`src/lgsc_pkg.sv`:
```
`timescale 1ns / 1ps
// ----------------------------------------------------------------------------
// lgsc_pkg: shared types and helpers of the landing gear stall controller
// Beat payloads, gear and drive codes, register indexes, timer arithmetic.
// ----------------------------------------------------------------------------
package lgsc_pkg;

	localparam int TIMER_WIDTH = 17;
	localparam int TICK_W      = 10;
	localparam int CUR_W       = 16;
	localparam int THR_W       = 16;
	localparam int CFG_IDX_W   = 3;
	localparam int CFG_DATA_W  = 16;
	// common width for timer vs. threshold compares, one bit of headroom
	localparam int CMP_W = ((TIMER_WIDTH > THR_W) ? TIMER_WIDTH : THR_W) + 1;

	typedef enum logic [2:0] {
		ST_RETRACTED  = 3'd0,
		ST_DEPLOYING  = 3'd1,
		ST_DEPLOYED   = 3'd2,
		ST_RETRACTING = 3'd3,
		ST_FAULT      = 3'd4
	} gear_state_t;

	typedef enum logic [1:0] {
		DRV_STOP    = 2'd0,
		DRV_DEPLOY  = 2'd1,
		DRV_RETRACT = 2'd2
	} drive_t;

	localparam logic [CFG_IDX_W-1:0] CFG_ENABLE         = 3'd0;
	localparam logic [CFG_IDX_W-1:0] CFG_STALL_CURRENT  = 3'd1;
	localparam logic [CFG_IDX_W-1:0] CFG_INRUSH_MASK    = 3'd2;
	localparam logic [CFG_IDX_W-1:0] CFG_STALL_DEBOUNCE = 3'd3;
	localparam logic [CFG_IDX_W-1:0] CFG_TRAVEL_TIMEOUT = 3'd4;

	typedef struct packed {
		logic             link_ok;
		logic             deploy_request;
		logic             alert_flag;
		logic [CUR_W-1:0] current_ma;
		logic [TICK_W-1:0] tick_ms;
	} lgsc_in_t;

	typedef struct packed {
		drive_t      drive;
		gear_state_t gear_status;
	} lgsc_out_t;

	typedef struct packed {
		logic             enable;
		logic [THR_W-1:0] stall_current_ma;
		logic [THR_W-1:0] inrush_blank_ms;
		logic [THR_W-1:0] stall_hold_ms;
		logic [THR_W-1:0] travel_timeout_ms;
	} lgsc_cfg_t;

	typedef struct packed {
		gear_state_t            gear_state;
		logic [TIMER_WIDTH-1:0] travel_ms;
		logic [TIMER_WIDTH-1:0] stall_ms;
		logic                   last_request;
		logic                   request_seeded;
	} lgsc_state_t;

	// add elapsed time, saturating at the timer's all-ones value
	function automatic logic [TIMER_WIDTH-1:0] sat_add(
		input logic [TIMER_WIDTH-1:0] t,
		input logic [TICK_W-1:0]      d
	);
		logic [TIMER_WIDTH:0] s;
		s = {1'b0, t} + {{(TIMER_WIDTH + 1 - TICK_W){1'b0}}, d};
		return s[TIMER_WIDTH] ? {TIMER_WIDTH{1'b1}} : s[TIMER_WIDTH-1:0];
	endfunction

	function automatic logic [CMP_W-1:0] ext_timer(input logic [TIMER_WIDTH-1:0] t);
		return {{(CMP_W - TIMER_WIDTH){1'b0}}, t};
	endfunction

	function automatic logic [CMP_W-1:0] ext_thr(input logic [THR_W-1:0] v);
		return {{(CMP_W - THR_W){1'b0}}, v};
	endfunction

endpackage

```
`src/lgsc_cfg.sv`:
```
`timescale 1ns / 1ps
// ----------------------------------------------------------------------------
// lgsc_cfg: configuration register file
// Takes register write beats and holds the controller settings.
// ----------------------------------------------------------------------------
module lgsc_cfg (
	input  logic                              clk,
	input  logic                              arst_n,
	input  logic                              cfg_valid,
	output logic                              cfg_ready,
	input  logic [lgsc_pkg::CFG_IDX_W-1:0]    cfg_index,
	input  logic [lgsc_pkg::CFG_DATA_W-1:0]   cfg_data,
	output lgsc_pkg::lgsc_cfg_t               cfg
);
	import lgsc_pkg::*;

	lgsc_cfg_t cfg_q;

	assign cfg_ready = 1'b1;
	assign cfg       = cfg_q;

	always_ff @(posedge clk or negedge arst_n) begin
		if (!arst_n) begin
			cfg_q.enable            <= 1'b0;
			cfg_q.stall_current_ma  <= 16'd65535;
			cfg_q.inrush_blank_ms   <= 16'd0;
			cfg_q.stall_hold_ms     <= 16'd100;
			cfg_q.travel_timeout_ms <= 16'd65535;
		end else if (cfg_valid) begin
			case (cfg_index)
				CFG_ENABLE:         cfg_q.enable            <= cfg_data[0];
				CFG_STALL_CURRENT:  cfg_q.stall_current_ma  <= cfg_data[THR_W-1:0];
				CFG_INRUSH_MASK:    cfg_q.inrush_blank_ms   <= cfg_data[THR_W-1:0];
				CFG_STALL_DEBOUNCE: cfg_q.stall_hold_ms     <= cfg_data[THR_W-1:0];
				CFG_TRAVEL_TIMEOUT: cfg_q.travel_timeout_ms <= cfg_data[THR_W-1:0];
				default: ;
			endcase
		end
	end

endmodule

```
`src/lgsc_step.sv`:
```
`timescale 1ns / 1ps
// ----------------------------------------------------------------------------
// lgsc_step: single-tick update of the gear controller
// Computes next controller state and the result beat from one tick.
// ----------------------------------------------------------------------------
module lgsc_step (
	input  lgsc_pkg::lgsc_cfg_t   cfg,
	input  lgsc_pkg::lgsc_state_t cur,
	input  lgsc_pkg::lgsc_in_t    tick,
	output lgsc_pkg::lgsc_state_t nxt,
	output lgsc_pkg::lgsc_out_t   result
);
	import lgsc_pkg::*;

	logic                   edge_dep;
	logic                   edge_ret;
	logic                   over;
	logic                   moving;
	gear_state_t            gear_a;
	logic [TIMER_WIDTH-1:0] travel_a;
	logic [TIMER_WIDTH-1:0] stall_a;
	logic [TIMER_WIDTH-1:0] travel_b;
	logic [TIMER_WIDTH-1:0] stall_b;

	always_comb begin
		nxt      = cur;
		result   = '{drive: DRV_STOP, gear_status: cur.gear_state};
		edge_dep = 1'b0;
		edge_ret = 1'b0;
		gear_a   = cur.gear_state;
		travel_a = cur.travel_ms;
		stall_a  = cur.stall_ms;
		travel_b = '0;
		stall_b  = '0;
		over     = tick.alert_flag || (tick.current_ma >= cfg.stall_current_ma);
		moving   = 1'b0;

		if (cfg.enable) begin
			// command edge detect; first linked tick only seeds
			if (tick.link_ok) begin
				if (cur.request_seeded && (tick.deploy_request != cur.last_request)) begin
					edge_dep = tick.deploy_request;
					edge_ret = !tick.deploy_request;
				end
				nxt.request_seeded = 1'b1;
				nxt.last_request   = tick.deploy_request;
			end

			if (edge_dep && cur.gear_state != ST_DEPLOYING) begin
				gear_a   = ST_DEPLOYING;
				travel_a = '0;
				stall_a  = '0;
			end else if (edge_ret && cur.gear_state != ST_RETRACTING) begin
				gear_a   = ST_RETRACTING;
				travel_a = '0;
				stall_a  = '0;
			end

			nxt.gear_state = gear_a;
			nxt.travel_ms  = travel_a;
			nxt.stall_ms   = stall_a;
			moving = (gear_a == ST_DEPLOYING) || (gear_a == ST_RETRACTING);

			if (moving) begin
				travel_b = sat_add(travel_a, tick.tick_ms);
				if (over && (ext_timer(travel_b) > ext_thr(cfg.inrush_blank_ms)))
					stall_b = sat_add(stall_a, tick.tick_ms);
				else
					stall_b = '0;
				nxt.travel_ms = travel_b;
				nxt.stall_ms  = stall_b;

				// stall ends travel ahead of timeout
				if (ext_timer(stall_b) >= ext_thr(cfg.stall_hold_ms)) begin
					nxt.gear_state = (gear_a == ST_DEPLOYING) ? ST_DEPLOYED : ST_RETRACTED;
					result.drive   = DRV_STOP;
				end else if (ext_timer(travel_b) >= ext_thr(cfg.travel_timeout_ms)) begin
					nxt.gear_state = ST_FAULT;
					result.drive   = DRV_STOP;
				end else begin
					result.drive = (gear_a == ST_DEPLOYING) ? DRV_DEPLOY : DRV_RETRACT;
				end
			end
			result.gear_status = nxt.gear_state;
		end
	end

endmodule

```
`src/landing_gear_stall_controller.sv`:
```
`timescale 1ns / 1ps
// ----------------------------------------------------------------------------
// landing_gear_stall_controller: gear travel sequencing with stall detection
//
// Usage:
//   tick_valid/tick_ready/tick carry one tick beat (link status, deploy
//   command, overcurrent alert, motor current, elapsed ms). Every tick beat
//   yields exactly one result beat on result_valid/result_ready/result
//   (motor drive and gear status), in order.
//   cfg_valid/cfg_ready/cfg_index/cfg_data write one setting per beat;
//   cfg_ready is always high. Write settings only while no tick is in flight.
//   A tick is taken into the tick register and its result is presented
//   from the result register. Throughput: one tick per cycle while the
//   receiver takes results; the state update sits between the registers.
//   A stalled receiver holds the result register; the tick register keeps
//   taking one more beat, then tick_ready drops until the result drains.
//   Reset (arst_n low): gear retracted, timers zero, command not seeded,
//   controller disabled, thresholds at their defaults.
// ----------------------------------------------------------------------------
module landing_gear_stall_controller (
	input  logic                              clk,
	input  logic                              arst_n,
	input  logic                              tick_valid,
	output logic                              tick_ready,
	input  lgsc_pkg::lgsc_in_t                tick,
	output logic                              result_valid,
	input  logic                              result_ready,
	output lgsc_pkg::lgsc_out_t               result,
	input  logic                              cfg_valid,
	output logic                              cfg_ready,
	input  logic [lgsc_pkg::CFG_IDX_W-1:0]    cfg_index,
	input  logic [lgsc_pkg::CFG_DATA_W-1:0]   cfg_data
);
	import lgsc_pkg::*;

	lgsc_cfg_t   cfg;
	lgsc_in_t    tick_s1;
	logic        valid_s1;
	lgsc_out_t   result_s2;
	logic        valid_s2;
	lgsc_state_t state_q;
	lgsc_state_t state_nxt;
	lgsc_out_t   result_nxt;
	logic        advance;

	lgsc_cfg u_cfg (
		.clk       (clk),
		.arst_n    (arst_n),
		.cfg_valid (cfg_valid),
		.cfg_ready (cfg_ready),
		.cfg_index (cfg_index),
		.cfg_data  (cfg_data),
		.cfg       (cfg)
	);

	lgsc_step u_step (
		.cfg    (cfg),
		.cur    (state_q),
		.tick   (tick_s1),
		.nxt    (state_nxt),
		.result (result_nxt)
	);

	// advance the held tick when the result register is free or draining
	assign advance      = valid_s1 && (!valid_s2 || result_ready);
	assign tick_ready   = !valid_s1 || advance;
	assign result_valid = valid_s2;
	assign result       = result_s2;

	// tick register
	always_ff @(posedge clk or negedge arst_n) begin
		if (!arst_n) begin
			valid_s1 <= 1'b0;
		end else if (tick_ready) begin
			valid_s1 <= tick_valid;
		end
	end

	always_ff @(posedge clk) begin
		if (tick_valid && tick_ready) begin
			tick_s1 <= tick;
		end
	end

	// result register; hold while the receiver stalls
	always_ff @(posedge clk or negedge arst_n) begin
		if (!arst_n) begin
			valid_s2 <= 1'b0;
		end else if (advance) begin
			valid_s2 <= 1'b1;
		end else if (result_ready) begin
			valid_s2 <= 1'b0;
		end
	end

	always_ff @(posedge clk) begin
		if (advance) begin
			result_s2 <= result_nxt;
		end
	end

	// controller state commits once per tick, as it moves to the result register
	always_ff @(posedge clk or negedge arst_n) begin
		if (!arst_n) begin
			state_q.gear_state     <= ST_RETRACTED;
			state_q.travel_ms      <= '0;
			state_q.stall_ms       <= '0;
			state_q.last_request   <= 1'b0;
			state_q.request_seeded <= 1'b0;
		end else if (advance) begin
			state_q <= state_nxt;
		end
	end

endmodule
```
`config.mk`:
```
export PLATFORM = sky130hd
export DESIGN_NAME = landing_gear_stall_controller
export DESIGN_NICKNAME = d
export VERILOG_FILES = /design/src/lgsc_pkg.sv /design/src/lgsc_cfg.sv /design/src/lgsc_step.sv /design/src/landing_gear_stall_controller.sv
export SDC_FILE = /design/constraint.sdc
export NUM_CORES = 1
export LEC_CHECK = 0
export BUFFER_PORTS_ARGS = -buffer_cell sky130_fd_sc_hd__buf_4
export CAP_MARGIN = 20
export CORE_UTILIZATION = 40
export CTS_BUF_LIST = sky130_fd_sc_hd__clkbuf_8
export DETAILED_ROUTE_END_ITERATION = 8
export PLACE_DENSITY_LB_ADDON = 0.1
export SLEW_MARGIN = 20
export SYNTH_ARGS = -nofsm -noshare
export SYNTH_HDL_FRONTEND = slang
export SYNTH_SLANG_ARGS = --single-unit
```
`constraint.sdc`:
```
create_clock -name clk -period 8 [get_ports clk]
set_input_delay 0.8 -clock clk [delete_from_list [all_inputs] [get_ports clk]]
set_output_delay 0.8 -clock clk [all_outputs]
set_load 0.1 [all_outputs]
```
# --- Yosys cells after proc, flatten, opt, wreduce, memory -nomap -nowiden ---
# Cells that the tools add are included.
op_classes:
  shifts: 0
  bitwise: 2
  order_cmp: 4
  n_reduce_logical: 23
  mul: 0
  n_mux: 28
  div_mod_pow: 0
  eq_ne: 9
  addsub: 2
ops:
  columns: ["operator", "count"]
  rows:
  - ["$mux 17", 11]
  - ["$mux 37", 1]
  - ["$add 17x10->18", 2]
  - ["$ge 17x16->1", 2]
  - ["$mux 3", 6]
  - ["$gt 17x16->1", 1]
  - ["$ge 16x16->1", 1]
  - ["$reduce_and 2->1", 6]
  - ["$eq 3x2->1 const B", 3]
  - ["$mux 1", 8]
  - ["$eq 3x1->1 const B", 2]
  - ["$logic_and 1x1->1", 6]
  - ["$logic_or 1x1->1", 4]
  - ["$mux 2", 2]
  - ["$reduce_or 4->1", 1]
  - ["$eq 3x3->1 const B", 1]
  - ["$logic_not 1->1", 3]
  - ["$logic_not 3->1", 1]
  - ["$ne 3x1->1 const B", 1]
  - ["$ne 3x2->1 const B", 1]
  - ["$reduce_and 3->1", 1]
  - ["$not 1->1", 2]
  - ["$reduce_bool 2->1", 1]
  - ["$ne 1x1->1", 1]
word_totals:
  wordCells: 87
  mem_bits_rw: 0
  latch_bits: 0
  rom_bits: 0
  output_inout_bits: 8
  inputBits: 53
  reg_bits: 140
  memories: 0

# --- Depth between registers and ports, before layout ---
# Gate-level depths: netlist of the first run.
logic_depth:
  depth_word: 20
  depth_mapped: 32
  mapped_depth_nobuf: 30

# --- Cells and area by module ---
# Synthesis of the first run repeated with hierarchy kept, for this count alone.
unflattened:
  cells_unflattened: 810
  area_unflattened_um2: 9210.1
modules_own_cells:
  columns: ["mod", "area_each_um2", "seq_area_each_um2", "cells_per_inst", "n_inst"]
  rows:
  - ["lgsc_step", 3789.9, 0.0, 541, 1]
  - ["landing_gear_stall_controller", 2732.6, 2047.0, 125, 1]
  - ["lgsc_cfg", 2687.6, 1670.4, 144, 1]

# --- Worst setup path after synthesis of the first run ---
# No wires, ideal clock.
synth_timing:
  kind: "flip-flop to flip-flop"
  start: "register tick_s1[27] in the netlist's numbering"
  end: "register result_s2, in the netlist result[1], data pin"
  required_time_ns: 7.735
  path_slack_ns: 1.252
  path_buffers: 3
  arrival_ns: 6.482
  period_less_slack_ns: 6.748
  stages_incl_launch_ff: 33
  setup_time_ns: 0.265
  cell_sequence: "edfxtp_1 -> xor2_1 -> and3_1 -> o21ai_1 -> clkbuf_1 -> and2_1 -> ha_1 -> a21o_1 -> a21oi_1 -> o21ai_1 -> a22oi_1 -> a211oi_1 -> nand3_1 -> buf_2 -> nand2_1 -> ha_1 -> a21o_1 -> a21oi_1 -> o221ai_1 -> a2111o_1 -> o21bai_1 -> a21o_4 -> buf_2 -> nor2_1 -> ha_1 -> nand2_1 -> nor2_1 -> a2111o_1 -> a41oi_1 -> a211o_1 -> o21ai_0 -> a311oi_1 -> a211oi_1"
synth_rtl:
  columns: ["item", "line", "text"]
  rows:
  - ["start: declaration", "landing_gear_stall_controller.sv:37", "lgsc_in_t tick_s1;"]
  - ["start signal: assignment", "landing_gear_stall_controller.sv:81", "tick_s1 <= tick;"]
  - ["end signal: assignment", "landing_gear_stall_controller.sv:98", "result_s2 <= result_nxt;"]
  - ["end: declaration", "landing_gear_stall_controller.sv:39", "lgsc_out_t result_s2;"]

==> results.sh, run 1 <==
export IMPL_status="finished, final reports clean"
export IMPL_end_kind="flip-flop"
export IMPL_drcViolationCount=0
export IMPL_crit_fanout=16
export IMPL_drive_gt1_frac=0.215
export IMPL_die_h_um=146
export IMPL_ys_seq_area_frac=0.448
export IMPL_gp_congestion=0.850
export IMPL_synthCells=824
export IMPL_sw_frac_of_total=0.403
export IMPL_ant_nets=0
export IMPL_core_mm2=0.0203
export IMPL_ioPinCount=61
export IMPL_antenna_cells=0
export IMPL_hold_viol=0
export IMPL_core_rowCount=52
export IMPL_dr_pass1_iters=5
export IMPL_start_kind="flip-flop"
export IMPL_critical_path_slowest_cell="edfxtp_1"
export IMPL_ir_drop_mv=0.130
export IMPL_die_area_mm2=0.0213
export IMPL_regToRegStartpoint="tick_s1[27]$_DFFE_PP_"
export IMPL_cts_buffer_depth=2
export IMPL_worst_ep_arrival_time_ps=7560
export IMPL_synth_nets=963
export IMPL_timing_final_crit_period_ps=7340
export IMPL_syn_to_final_growth_pct=14.2
export IMPL_power_total_mw=2.79
export IMPL_comb_power_share=0.449
export IMPL_drtIter0Drc=388
export IMPL_hold_class="in2async"
export IMPL_p_int_mw=1.66
export IMPL_setup_viol=0
export IMPL_cts_sinks=140
export IMPL_timing_setup_tns_ps=0
export IMPL_yosysMostFrequentCell="nand2_1"
export IMPL_grtUsageMet3=0.0431
export IMPL_hpwl_um=15800
export IMPL_reg2reg_to="result[1]$_DFFE_PP_"
export IMPL_clk_latency_ps=460
export IMPL_grt_busiest_layer="met2"
export IMPL_synth_async_reset_ratio=0.757
export IMPL_p_per_area_mw_per_mm2=294
export IMPL_p_switching_mw=1.13
export IMPL_dr_total_vias=6208
export IMPL_regToRegSetupSlack_ps=660
export IMPL_die_x_um=146
export IMPL_met2_usage=0.324
export IMPL_cts_tree="built"
export IMPL_critical_path_class="reg2reg"
export IMPL_period_share=0.918
export IMPL_critPathMaxStageDelay_ps=450
export IMPL_netlist_cell_type_count=71
export IMPL_cts_max_level=4
export IMPL_grt_pass1_wl_um=33700
export IMPL_root_buffer="clkbuf_8"
export IMPL_grt_ovfl_total=0
export IMPL_wl_per_cell_um=17.7
export IMPL_tightest_slew_ps=1040
export IMPL_post_dp_cell_area_mm2=0.00907
export IMPL_stdcell_area_mm2=0.00948
export IMPL_synth_seq_cells=140
export IMPL_grt_max_degree=86
export IMPL_r2r_cells=30
export IMPL_clk_transition_reported_paths_ps=90
export IMPL_maxSlewViolCount=0
export IMPL_globalRouteTotalUtil=0.207
export IMPL_critical_path_required_ps=8220
export IMPL_ys_flop_type="dfrtp_1"
export IMPL_antenna_found_initial=0
export IMPL_cp_common_cell="ha_1"
export IMPL_first_global_vias=6249
export IMPL_fin_nets=1030
export IMPL_power_leakage_nw=4.30
export IMPL_pwr_share_clk=0.207
export IMPL_synth_area_mm2=0.00830
export IMPL_synth_common_cells="nand2_1 (102), ha_1 (84), inv_1 (72), dfrtp_1 (71), o21ai_0 (69)"
export IMPL_rsz0062_at_grt="no"
export IMPL_grtUsageMet1=0.287
export IMPL_routed_wl_um=20800
export IMPL_start_util=0.409
export IMPL_synth_top_cell_area_share=0.214
export IMPL_synth_top_area_cell="dfrtp_1"
export IMPL_io_buffers=59
export IMPL_max_freq_ghz=0.136
export IMPL_relSlewSlack=0.304
export IMPL_pwr_share_seq=0.344
export IMPL_yosysWarnings=0
export IMPL_vias_per_cell=5.29
export IMPL_avgSynthCellArea_um2=10.1
export IMPL_synth_area_leaders="dfrtp_1 (21%), ha_1 (13%), edfxtp_1 (12%), dfstp_2 (11%), mux2_2 (5.6%)"
export IMPL_skew_ps=19.1
export IMPL_cts_made_buffers=17
export IMPL_postCtsHoldBufs=0
export IMPL_drv_cap=0
export IMPL_synth_edff_count=34
-- state kept, by name, summed over array words and instances, names as in the netlist --
signal        count
tick_s1          29
result_valid      1
state_q          39
valid_s1          1
result            5
u_cfg.cfg        65
-- cells in the final DEF (no fill, tap or decap), types with 7 or more instances in the layout --
cell type    n
nand2_1    102
ha_1        84
inv_1       73
buf_4       71
dfrtp_1     71
o21ai_0     68
nor2_1      44
mux2_2      41
a21oi_1     39
dfstp_2     35
edfxtp_1    34
and2_1      23
a21o_1      18
clkbuf_8    17
nand3_1     13
xnor2_1     11
xor2_1      11
nand4_1     11
o31ai_1     10
a31oi_1      8
nand2b_1     7
o21a_1       7
nor2b_1      7
-- power by group through the flow --
stage | Clock (mW) | Combinational (mW) | Sequential [mW]
final | 0.577 | 1.25 | 0.960
after global routing | 0.627 | 1.41 | 0.979
after CTS | 0.594 | 1.25 | 0.962
after detailed placement | 0 | 1.24 | 0.976
after global placement | 0 | 1.21 | 0.973
after floorplan | 0 | 0.854 | 0.997
-- worst max-delay path, delay by kind of cell (launching register included) --
kind / cells / cell delay (ps)
xor gates and xnor gates: 1 / 210
DFF: 1 / 450
adders and majority gates: 3 / 820
and+or+nand+nor: 4 / 930
buffers and inverters: 2 / 400
AOI/OAI and AO/OA: 20 / 4260
-- cell families after synthesis --
group / Yosys count / share of synthesized area
other: 1 / 0.000452
and+or+nand+nor: 231 / 0.132
adders and majority gates: 86 / 0.131
buffers and inverters: 96 / 0.0452
muxes: 43 / 0.0582
xor gates and xnor gates: 22 / 0.0232
DFF: 140 / 0.448
AOI/OAI and AO/OA: 205 / 0.162
-- cell type report --
cell class                      count  area [um^2]
Fill cell                        1995        10800
Multi-Input combinational cell    588         4220
Sequential cell                   140         3720
Timing Repair Buffer               72          544
Tap cell                          270          338
Inverter                           72          270
Clock buffer                       17          234
Clock inverter                     15          155
-- metal layers --
metal / part of all wire / wire length (um)
met1: 0.50 / 10400
met4: 0.015 / 313
met3: 0.034 / 698
met5: 0 / 0
met2: 0.45 / 9350
-- worst max-delay path by stage --
stage | endpoint | start | depth (start not counted) | slack (ps)
2_1_floorplan | result[1]$_DFFE_PP_ | tick_s1[27]$_DFFE_PP_ | 32 | 1250
3_3_place_gp | result[1]$_DFFE_PP_ | tick_s1[27]$_DFFE_PP_ | 30 | 540
3_5_place_dp | result[1]$_DFFE_PP_ | tick_s1[27]$_DFFE_PP_ | 30 | 160
4_1_cts | result[1]$_DFFE_PP_ | tick_s1[27]$_DFFE_PP_ | 30 | 120
5_1_grt | result[1]$_DFFE_PP_ | tick_s1[27]$_DFFE_PP_ | 30 | 50
6_report | result[1]$_DFFE_PP_ | tick_s1[27]$_DFFE_PP_ | 30 | 660
-- stage by stage --
step           setup WS [ps]  cells  utilization  hold slack [ps]
2_1_floorplan           1250    824            -              440
3_3_place_gp             536   1141        0.447              458
3_5_place_dp             155   1141        0.447              464
4_1_cts                  117   1173        0.466              202
5_1_grt                 52.0   1174        0.467              206
6_report                 656   1174        0.467              219
-- what timing repair did --
action / 4_1_cts / 5_1_grt
endpoints found under the setup margin: 0 / 8
resized for setup: 0 / 3
setup buffers: 0 / 1
No activity file was read; power rests on OpenSTA's default activity.
==> inputs of run 2 (changes only) <==
--- a/config.mk
+++ b/config.mk
@@ -7,7 +7,7 @@
 export LEC_CHECK = 0
 export BUFFER_PORTS_ARGS = -buffer_cell sky130_fd_sc_hd__buf_4
 export CAP_MARGIN = 20
-export CORE_UTILIZATION = 40
+export CORE_UTILIZATION = 60
 export CTS_BUF_LIST = sky130_fd_sc_hd__clkbuf_8
 export DETAILED_ROUTE_END_ITERATION = 8
 export PLACE_DENSITY_LB_ADDON = 0.1
==> run 2 against run 1 <==
Via count up 0.55%; die area down 33%; combinational power about the same; sequential cell count unchanged; register-to-register slack worse by 70 ps; wire length down 7.3%; first-iteration DRC count up 32%; non-clock buffer count down 4; clock power up 4.3%; sequential power about the same; power up 0.54%; global-route usage up 8.2 points; largest cell class unchanged.
==> results.sh, run 2 (synthesized netlist as in run 1, its figures left out) <==
export IMPL_status="finished, final reports clean"
export IMPL_cts_sinks=140
export IMPL_drtIter0Drc=513
export IMPL_cts_tree="built"
export IMPL_critical_path_required_ps=8200
export IMPL_setup_viol=0
export IMPL_timing_setup_tns_ps=0
export IMPL_cts_buffer_depth=2
export IMPL_globalRouteTotalUtil=0.289
export IMPL_period_share=0.927
export IMPL_core_rowCount=42
export IMPL_largest_reg_flops=65
export IMPL_tightest_slew_ps=1060
export IMPL_core_mm2=0.0133
export IMPL_die_h_um=120
export IMPL_grt_max_degree=59
export IMPL_layout_cells_most_common="nand2_1"
export IMPL_routed_wl_um=19300
export IMPL_max_freq_ghz=0.135
export IMPL_syn_to_final_growth_pct=12.7
export IMPL_crit_fanout=24
export IMPL_ir_drop_mv=0.177
export IMPL_place_inst=1044
export IMPL_antenna_cells=0
export IMPL_die_x_um=120
export IMPL_start_kind="flip-flop"
export IMPL_grt_ovfl_total=0
export IMPL_drv_cap=0
export IMPL_fin_nets=1026
export IMPL_path_delay_family="compound AO/OA/AOI/OAI gates"
export IMPL_p_per_area_mw_per_mm2=300
export IMPL_hold_class="in2async"
export IMPL_wl_per_cell_um=17.9
export IMPL_start_util=0.622
export IMPL_dr_pass1_iters=7
export IMPL_final_cell_mix="nand2_1 (102), ha_1 (84), inv_1 (74)"
export IMPL_timing_final_crit_period_ps=7420
export IMPL_worst_ep_arrival_time_ps=7620
export IMPL_die_area_mm2=0.0143
export IMPL_dr_total_vias=6242
export IMPL_vias_per_cell=5.80
export IMPL_cts_setup_buffers=0
export IMPL_end_kind="flip-flop"
export IMPL_critical_path_class="reg2reg"
export IMPL_ioPinCount=61
export IMPL_hold_ws_ps=418
export IMPL_grt_pass1_wl_um=31300
export IMPL_clk_latency_ps=460
export IMPL_hpwl_um=14600
export IMPL_gp_congestion=0.914
export IMPL_power_leakage_nw=4.28
export IMPL_io_buffers=59
export IMPL_critPathBufInv=0
export IMPL_cts_made_buffers=17
export IMPL_hold_viol=0
export IMPL_first_global_vias=6174
export IMPL_relSlewSlack=0.293
export IMPL_finalNonFillerCells=1076
export IMPL_setup_ws_ps=585
export IMPL_drive_gt1_frac=0.210
export IMPL_cp_common_cell="ha_1"
export IMPL_root_buffer="clkbuf_8"
export IMPL_pre_cts_ws_ps=194
export IMPL_cts_max_level=4
export IMPL_antenna_found_initial=0
export IMPL_power_total_mw=2.80
export IMPL_clk_transition_reported_paths_ps=80
export IMPL_critical_path_slowest_cell="edfxtp_1"
export IMPL_ant_nets=0
export IMPL_critPathMaxStageDelay_ps=450
export IMPL_skew_ps=12.7
export IMPL_maxSlewViolCount=0
export IMPL_rsz0062_at_grt="no"
export IMPL_drcViolationCount=0
-- run 2: metal layers --
| layer | track usage | share of wire | up-vias | wire (um) |
|---|---|---|---|---|
| li1 | - | - | 3046 | - |
| met1 | 0.386 | 0.45 | 2950 | 8670 |
| met2 | 0.466 | 0.47 | 203 | 8990 |
| met3 | 0.0566 | 0.050 | 43 | 966 |
| met4 | 0.113 | 0.033 | 0 | 629 |
| met5 | 0 | 0 | - | 0 |
-- run 2: area by class of cell --
| type | instances | area, um^2 |
|---|---|---|
| repair buffers | 68 | 510 |
| fillers | 1058 | 3990 |
| clock inverters | 14 | 168 |
| multi-input cells | 588 | 4230 |
| clock buffers | 18 | 248 |
| inverters | 72 | 270 |
| flip-flops and latches | 140 | 3720 |
| well taps | 176 | 220 |
-- run 2: stage by stage --
stage / cell area (um^2) / util
2_1_floorplan: 8300 / -
3_3_place_gp: 8930 / 0.669
3_5_place_dp: 8930 / 0.669
4_1_cts: 9350 / 0.700
5_1_grt: 9360 / 0.701
6_report: 9360 / 0.701
-- run 2: timing repair --
action	CTS	global route
setup endpoints to repair	0	7
hold buffers	0	0
endpoints found under the hold margin	0	0
gates resized for setup	0	3
-- run 2: path summary, 6_finish.rpt --
| check | start | endpoint | slack (ps) | cells after the start |
|---|---|---|---|---|
| setup reg to reg | tick_s1[27]$_DFFE_PP_ | result[1]$_DFFE_PP_ | 580 | 29 |
| setup / recovery | tick_s1[27]$_DFFE_PP_ | result[1]$_DFFE_PP_ | 580 | 29 |
| max in group asynchronous | arst_n | state_q[25]$_DFFE_PN0P_ | 6460 | 2 |
| hold reg to reg | state_q[2]$_DFFE_PN0P_ | state_q[2]$_DFFE_PN0P_ | 470 | 2 |
| min in group clk | state_q[2]$_DFFE_PN0P_ | state_q[2]$_DFFE_PN0P_ | 470 | 2 |
| hold / removal | arst_n | state_q[24]$_DFFE_PN0P_ | 420 | 1 |
-- run 2: power by group --
group	internal, mW	leakage [nW]	switching [mW]
clock network	0.318	0.212	0.284
logic	0.508	2.48	0.733
registers	0.896	1.59	0.0656
==> inputs of run 3 (changes only) <==
--- a/config.mk
+++ b/config.mk
@@ -8,7 +8,6 @@
 export BUFFER_PORTS_ARGS = -buffer_cell sky130_fd_sc_hd__buf_4
 export CAP_MARGIN = 20
 export CORE_UTILIZATION = 60
-export CTS_BUF_LIST = sky130_fd_sc_hd__clkbuf_8
 export DETAILED_ROUTE_END_ITERATION = 8
 export PLACE_DENSITY_LB_ADDON = 0.1
 export SLEW_MARGIN = 20
==> run 3 against run 2 <==
Via count is 0.66% higher; critical path type unchanged; wire length is 2.0% higher; clock-buffer cell count is 3 higher; sequential share of layout area is 0.78 points lower.
==> results.sh, run 3 (synthesized netlist as in run 1, its figures left out) <==
export IMPL_maxSlewViolCount=0
export IMPL_crit_fanout=24
export IMPL_start_util=0.622
export IMPL_cts_max_level=4
export IMPL_n_fill_cell=1022
export IMPL_hold_viol=0
export IMPL_sw_frac_of_total=0.371
export IMPL_antenna_cells=0
export IMPL_globalRouteTotalUtil=0.294
export IMPL_period_share=0.926
export IMPL_tightest_slew_ps=1050
export IMPL_end_kind="flip-flop"
export IMPL_timing_final_crit_period_ps=7410
export IMPL_drcViolationCount=0
export IMPL_comb_power_share=0.413
export IMPL_cts_sinks=140
export IMPL_grt_ovfl_total=0
export IMPL_max_freq_ghz=0.135
export IMPL_p_switching_mw=1.12
export IMPL_start_kind="flip-flop"
export IMPL_clk_latency_ps=430
export IMPL_cts_setup_buffers=0
export IMPL_die_area_mm2=0.0143
export IMPL_dr_pass1_iters=5
export IMPL_clk_transition_reported_paths_ps=60
export IMPL_ioPinCount=61
export IMPL_core_mm2=0.0133
export IMPL_cts_buffer_depth=2
export IMPL_grt_pass1_wl_um=31900
export IMPL_cts_tree="built"
export IMPL_ant_nets=0
export IMPL_stdcell_area_mm2=0.00955
export IMPL_post_dp_cell_area_mm2=0.00893
export IMPL_fin_nets=1026
export IMPL_final_cell_mix="nand2_1 (102), ha_1 (84), inv_1 (72)"
export IMPL_p_per_area_mw_per_mm2=316
export IMPL_relSlewSlack=0.298
export IMPL_cts_made_buffers=17
export IMPL_ir_drop_mv=0.188
export IMPL_vias_per_cell=5.84
export IMPL_drive_gt1_frac=0.210
export IMPL_first_global_vias=6277
export IMPL_root_buffer="clkbuf_16"
export IMPL_timing_setup_tns_ps=0
export IMPL_critPathMaxStageDelay_ps=440
export IMPL_status="finished, final reports clean"
export IMPL_cp_common_cell="ha_1"
export IMPL_power_leakage_nw=4.36
export IMPL_drv_cap=0
export IMPL_finalNonFillerCells=1076
export IMPL_grt_max_degree=59
export IMPL_layout_cells_most_common="nand2_1"
export IMPL_critical_path_slowest_cell="edfxtp_1"
export IMPL_die_x_um=120
export IMPL_critical_path_class="reg2reg"
export IMPL_hpwl_um=14600
export IMPL_final_util=0.715
export IMPL_hold_class="in2async"
export IMPL_wl_per_cell_um=18.3
export IMPL_syn_to_final_growth_pct=15.0
export IMPL_pwr_share_seq=0.320
export IMPL_largest_reg_flops=65
export IMPL_core_rowCount=42
export IMPL_antenna_found_initial=0
export IMPL_setup_viol=0
export IMPL_critical_path_required_ps=8180
export IMPL_pwr_share_clk=0.267
export IMPL_r2r_cells=29
export IMPL_skew_ps=6.43
export IMPL_rsz0062_at_grt="no"
export IMPL_place_inst=1044
export IMPL_die_h_um=120
export IMPL_worst_ep_arrival_time_ps=7590
export IMPL_routed_wl_um=19600
export IMPL_postCtsHoldBufs=0
export IMPL_gp_congestion=0.914
export IMPL_io_buffers=59
export IMPL_dr_total_vias=6283
export IMPL_drtIter0Drc=497
export IMPL_p_int_mw=1.90
run 3: cell count changes in the layout (fill, tap and decap cells not counted), sizes merged:
cell,delta
bufinv,-1
inv,-2
clkbuf,+3
run 3: cell type report:
class,instances,area (um^2),share of cell area
Inverter,72,270,0.0283
Tap cell,176,220,0.0231
Timing Repair Buffer,68,510,0.0535
Clock inverter,11,130,0.0136
Multi-Input combinational cell,588,4230,0.443
Sequential cell,140,3720,0.389
Clock buffer,21,472,0.0494
run 3: worst paths after layout:
check                                        from                       to  slack [ps]
max in group asynchronous                  arst_n  state_q[36]$_DFFE_PN0P_        6410
hold / removal                             arst_n  state_q[24]$_DFFE_PN0P_         440
setup / recovery            tick_s1[27]$_DFFE_PP_      result[1]$_DFFE_PP_         590
hold reg to reg            state_q[2]$_DFFE_PN0P_   state_q[2]$_DFFE_PN0P_         470
min in group clk           state_q[2]$_DFFE_PN0P_   state_q[2]$_DFFE_PN0P_         470
setup reg to reg            tick_s1[27]$_DFFE_PP_      result[1]$_DFFE_PP_         590
run 3: metrics by stage:
stage | total power [mW] | hold WS [ps] | worst slack (ps)
global route | 3.21 | 487 | 28.0
global placement | 2.14 | 455 | 565
floorplan | 1.85 | 440 | 1250
detailed placement | 2.18 | 460 | 194
finish | 3.02 | 445 | 590
CTS | 3.00 | 462 | 136
run 3: critical path: cells and delay by family (launching register included):
| kind | cells | cell delay, ps |
|---|---|---|
| and+or+nand+nor | 4 | 670 |
| adders and majority gates | 4 | 1310 |
| DFF | 1 | 440 |
| xor gates and xnor gates | 2 | 330 |
| AOI/OAI and AO/OA | 19 | 4370 |
run 3: what timing repair did:
item / 4_1_cts / 5_1_grt
gates resized for setup: 0 / 3
setup endpoints to repair: 0 / 8
hold endpoints to repair: 0 / 0
run 3: power groups by stage:
stage / Sequential [mW] / Clock (mW) / Combinational (mW)
2_1_floorplan: 0.997 / 0 / 0.854
3_3_place_gp: 0.972 / 0 / 1.17
3_5_place_dp: 0.976 / 0 / 1.21
4_1_cts: 0.964 / 0.814 / 1.22
5_1_grt: 0.979 / 0.846 / 1.38
6_report: 0.964 / 0.806 / 1.25
run 3: routing by layer:
metal  track usage  vias up  routed length, um
li1              -     3048                  -
met1         0.395     3008               8860
met2         0.479      196               9440
met3        0.0551       31                935
met4         0.105        0                410
met5             0        -                  0
